[src/sv/lane_session_job_dispatcher_top_assert.svh]
// assertion macros for the dispatcher top level
`ifndef LANE_SESSION_JOB_DISPATCHER_TOP_ASSERT_SVH
`define LANE_SESSION_JOB_DISPATCHER_TOP_ASSERT_SVH

// invariant checked at every clock edge out of reset
`define LSJD_ASSERT_ALWAYS(lbl, expr, msg) \
	lbl: assert property (@(posedge clk) disable iff (!arst_n) (expr)) else $error(msg);

// same-cycle implication
`define LSJD_ASSERT_IMP(lbl, ante, cons, msg) \
	lbl: assert property (@(posedge clk) disable iff (!arst_n) (ante) |-> (cons)) else $error(msg);

`endif

[src/sv/lsjd_ram.sv]
// generic single write port ram with registered read
module lsjd_ram #(
	parameter int WIDTH = 8,
	parameter int DEPTH = 16
) (
	input  logic                                        clk,
	input  logic                                        we,
	input  logic [((DEPTH > 1) ? $clog2(DEPTH) : 1)-1:0] waddr,
	input  logic [WIDTH-1:0]                            wdata,
	input  logic [((DEPTH > 1) ? $clog2(DEPTH) : 1)-1:0] raddr,
	output logic [WIDTH-1:0]                            rdata
);
	logic [WIDTH-1:0] mem [DEPTH];

	always_ff @(posedge clk) begin
		if (we) begin
			mem[waddr] <= wdata;
		end
		rdata <= mem[raddr];
	end
endmodule
[config.mk]
export PLATFORM = sky130hd
export DESIGN_NAME = lsjd_ram
export DESIGN_NICKNAME = d
export VERILOG_FILES = /design/src/sv/lane_session_job_dispatcher_top_assert.svh /design/src/sv/lsjd_ram.sv
export SDC_FILE = /design/constraint.sdc
export NUM_CORES = 1
export LEC_CHECK = 0
export BUFFER_PORTS_ARGS = -buffer_cell sky130_fd_sc_hd__buf_4
export CAP_MARGIN = 20
export CORE_ASPECT_RATIO = 1.1
export CORE_MARGIN = 2
export CORE_UTILIZATION = 45
export DETAILED_ROUTE_END_ITERATION = 16
export GPL_ROUTABILITY_DRIVEN = 0
export PLACE_DENSITY = 0.76
export SETUP_SLACK_MARGIN = 0.4
export SYNTH_ARGS = -nofsm -noshare
export SYNTH_HDL_FRONTEND = slang
export SYNTH_SLANG_ARGS = --single-unit
[constraint.sdc]
create_clock -name clk -period 1.5 [get_ports clk]
set_input_delay 0 -clock clk [delete_from_list [all_inputs] [get_ports clk]]
set_output_delay 0 -clock clk [all_outputs]
set_load 0.05 [all_outputs]
# After elaboration in Yosys (flattened, before gate mapping)
# Memory sizes are Yosys's and may differ from the RTL's. A register that Yosys moved wholly into a read port is not among the register bits.
# Cells that the tools add are included.
# op_classes
mux	2
# op_table
cell	n
1-bit two-way mux	2
# word_totals
wordCells	3
inputBits	18
regBits	0
mem_bits_rw	128
n_memories	1
# memory_table
memory	words	word_bits	read_ports	rd_clocked_by_memory_dff	wr	line	rtl
mem	16	8	1	1	1	lsjd_ram.sv:13	logic [WIDTH-1:0] mem [DEPTH];

# Longest topological paths before layout
# logic_depth
ltp_word	2
ltp_mapped	5

# Worst setup path after synthesis
# OpenSTA, ideal clock, no wires.
# synth_path
path_kind	input to register
from	input port waddr[2] (netlist bit)
to	memory mem[0][0], enable pin
path_buffers	0
arrival_ns	1.110
setup_time_ns	0.383
required_ns	1.117
path_slack_ns	0.007
cell_stages	2
cell_sequence	or3b_2 nor3_1
# synth_lines
element	line	rtl
from (decl)	lsjd_ram.sv:8	input logic [((DEPTH > 1) ? $clog2(DEPTH) : 1)-1:0] waddr,
to (decl)	lsjd_ram.sv:13	
# No word-level cell before the write port.

==> summary.md <==
| Metric | Value |
|---|---|
| Outcome | `finished, final reports clean` |
| CP max stage cell | `mux4_2` |
| FMAX | `758.7 MHz` |
| Share of synthesized registers carrying an async set or reset | `0%` |
| Crit path max fanout | `1` |
| Die Area | `12310 um^2` |
| RSZ-0062 raised after global routing | `true` |
| Routed WL | `between 10000 and 15000 um` |
| Number of enable flip-flop cells after synthesis | `roughly 130` |
| GRT overflow | `0` |
| Ports | `26` |
| CP Capture Type | `flip-flop` |
| Launching point of the worst reg2reg path | `mem[3][6]` |
| GRT Resource Usage Total | `~18%` |
| Worst EP arrival | `1.60 ns` |
| Leading area contributor after synthesis | `edfxtp_1` |
| Slew headroom | `66.63%` |
| Post-synth top area share | `74.67%` |
| Worst R2R End | `rdata[6]` |
| Crit path cell chain | `mux4_2 > a22oi_2 > nand2_1` |
| First-pass DRT Iterations | `4` |
| Critical path depth | `3` |
| R2R cell count | `3` |
| Synth Instances | `229` |
| Clock Latency Late Sink | `roughly 0.40 ns` |
| Net switching power | `around 1.9 mW` |
| Pin count of the biggest net entering global routing | `17` |
| Internal power component | `7.365 mW` |
| Post-Route Setup TNS | `0 ns` |
| Clock tree buffer depth | `2` |
| Register bit total from synthesis | `between 100 and 150` |
| Syn avg cell area | `approximately 22 um^2` |
| H-tree levels | `4` |
| Post-route ant nets | `0` |
| Combinational share of power | `6.3%` |
| CTS tree | `yes` |
| Die W | `106.0 um` |
| DR DRC count | `0` |
| Commonest cells in the synthesized netlist | `edfxtp_1 (128), mux4_2 (18), a22oi_1 (16)` |
| Ratio of cells with drive above 1 in the final layout | `roughly two fifths` |
| Total number of vias | `about 2500` |
| Fin crit period | `around 1.3 ns` |
| PD cells | `roughly 1400 nW/um^2` |
| Reg2reg setup slack | `roughly 0.18 ns` |
| Num CTS Buffers | `17` |
| Worst Setup SP | `mem[3][6]` |
| Clock Sinks | `around 140` |
| Fin crit share | `87.87%` |
| Initial antenna violation count | `0` |
| Lkg Pwr | `2.154 nW` |
| Worst clock skew | `between 0.006 and 0.007 ns` |
| Worst EP required | `about 1.8 ns` |
| CP endpoint | `rdata[6]` |
| Number of global-route vias before repair | `2595` |
| Sequential share of power | `46.1%` |
| Type of origin of the critical path | `flip-flop` |
| Switching Fraction | `around a fifth` |
| Routed vias/inst | `around 5.5` |
| Crit Path Class | `reg -> reg` |
| Synth area leaders | `edfxtp_1 (75%), mux4_2 (7.9%), mux4_1 (7.1%)` |
| Worst hold-check path type | `in -> reg` |
| Final setup fails | `0` |
| Rows | `40` |
| Syn Std Cell Area | `between 5000 and 6000 um^2` |
| Fillcell total | `around 760` |
| Syn nets | `approximately 250` |
| 1st-iter DRT viols | `176` |
| Sequential share of the synthesized area | `77.78%` |
| Cell family with most CP delay | `multiplexers` |
| Least-Margin Pin Slew | `roughly 0.50 ns` |
| Detail Placement HPWL | `between 6000 and 7000 um` |
| N_diodes | `0` |
| Avg WL per Cell | `22.71 um` |
| CTS clock-pin slew for the worst setup and hold paths | `roughly 0.06 ns` |
| Synth Flop Type | `edfxtp_1` |
| First-pass GRT wire length | `roughly 16000 um` |
| Clock Root Buffer | `clkbuf_16` |
| Area growth, synth to finish | `24.43%` |
| Port buffer count | `25` |
| Initial Util | `between 40 and 50%` |
| Max Slew Vio Count | `0` |
| WP buf/inv | `0` |
| Crit path largest cell delay | `0.48 ns` |
| Multi-input logic area | `~1100 um^2` |
| Clock Power Share | `47.6%` |
| Max Cap Violations | `0` |
| Final Hold Fails | `0` |
| Placed cell areas | `between 5000 and 6000 um^2` |
| Chip height | `between 100 and 150 um` |
| FF+latch area | `roughly 4000 um^2` |
| Most common cell in the netlist | `edfxtp_1` |
| Yosys Warn Count | `0` |
| Total power | `a little over 9 mW` |
| Synth unique cells | `19` |
| Core box area | `roughly 11000 um^2` |
| Peak VDD IR | `approximately 0.76 mV` |
| Final instance area | `around 6400 um^2` |
| Nets | `313` |
==> metrics by stage <==
stage | utilization, % | std cells | hold slack, ns | worst slack [ns]
final | 57.91 | 455 | 0.1145 | 0.1820
after global routing | 57.91 | 455 | 0.1066 | 0.1427
after CTS | 57.64 | 454 | 0.004608 | 0.1839
after detailed placement | 50.80 | 413 | 0.3241 | 0.1018
after global placement | 50.80 | 413 | 0.3038 | 0.09080
after floorplan | - | 229 | 0.09887 | 0.3731
==> worst register-to-register path, cell delays in order, from the launching register on <==
cell and delay, ns:
edfxtp_1 0.37, mux4_2 0.48, a22oi_2 0.25, nand2_1 0.10
==> cell families after synthesis <==
logic type	after synthesis	share of synthesized area, %
flip-flops	136	77.78
AND/OR/NAND/NOR	35	3.184
multiplexers	32	15.02
AO/OA/AOI/OAI	16	2.334
buffers and inverters	10	1.677
==> worst min-delay path by stage <==
stage	from	to	slack [ns]	cells after the start
CTS	waddr[0]	mem[0][4]	0.005	2
global route	waddr[0]	mem[0][2]	0.11	3
global placement	wdata[4]	mem[7][4]	0.30	1
floorplan	wdata[0]	mem[0][0]	0.1	0
finish	waddr[3]	mem[2][4]	0.11	3
detailed placement	wdata[4]	mem[7][4]	0.32	1
==> per-layer routing <==
metal	global-route usage (%)	vias up	part of all wire [%]
li1	-	1088	-
met1	24.76	1322	42
met2	29.94	90	52
met3	4.576	7	5.2
met4	5.263	0	0.76
met5	0	-	0
==> cell usage in the layout (no fill, tap or decap), types with 7 or more instances in the layout <==
master         instances
a22oi_2                9
a22oi_1                7
clkbuf_16             17
nor2_1                10
dfxtp_1                8
dlygate4sd3_1          9
mux4_2                32
buf_4                 44
nand2_1                9
edfxtp_1             128
==> sequential cells by signal (all words and copies together), names as in the netlist <==
name	count
mem	128
rdata	8
==> power by group through the flow <==
| stage | clock, mW | combinational [mW] | sequential [mW] |
|---|---|---|---|
| after CTS | 4.45 | 0.579 | 4.27 |
| after global routing | 4.63 | 0.614 | 4.28 |
| final | 4.41 | 0.580 | 4.27 |
| after global placement | 0 | 0.529 | 4.34 |
| after detailed placement | 0 | 0.540 | 4.35 |
| after floorplan | 0 | 0.228 | 4.44 |
==> final cells by class <==
type / instances / share of cell area, %
repair buffers: 57 / 7.814
clock inverters: 11 / 2.657
well taps: 147 / 2.872
clock buffers: 21 / 7.189
flip-flops and latches: 136 / 62.51
multi-input cells: 83 / 16.96
==> what timing repair did <==
action | 4_1_cts | 5_1_grt
hold buffers | 9 | 0
buffers inserted | 0 | 1
hold endpoints to repair | 132 | 0
pin swaps | 0 | 1
gates resized for setup | 7 | 2
endpoints found under the setup margin | 8 | 16
(Power assumes the default switching activity.)
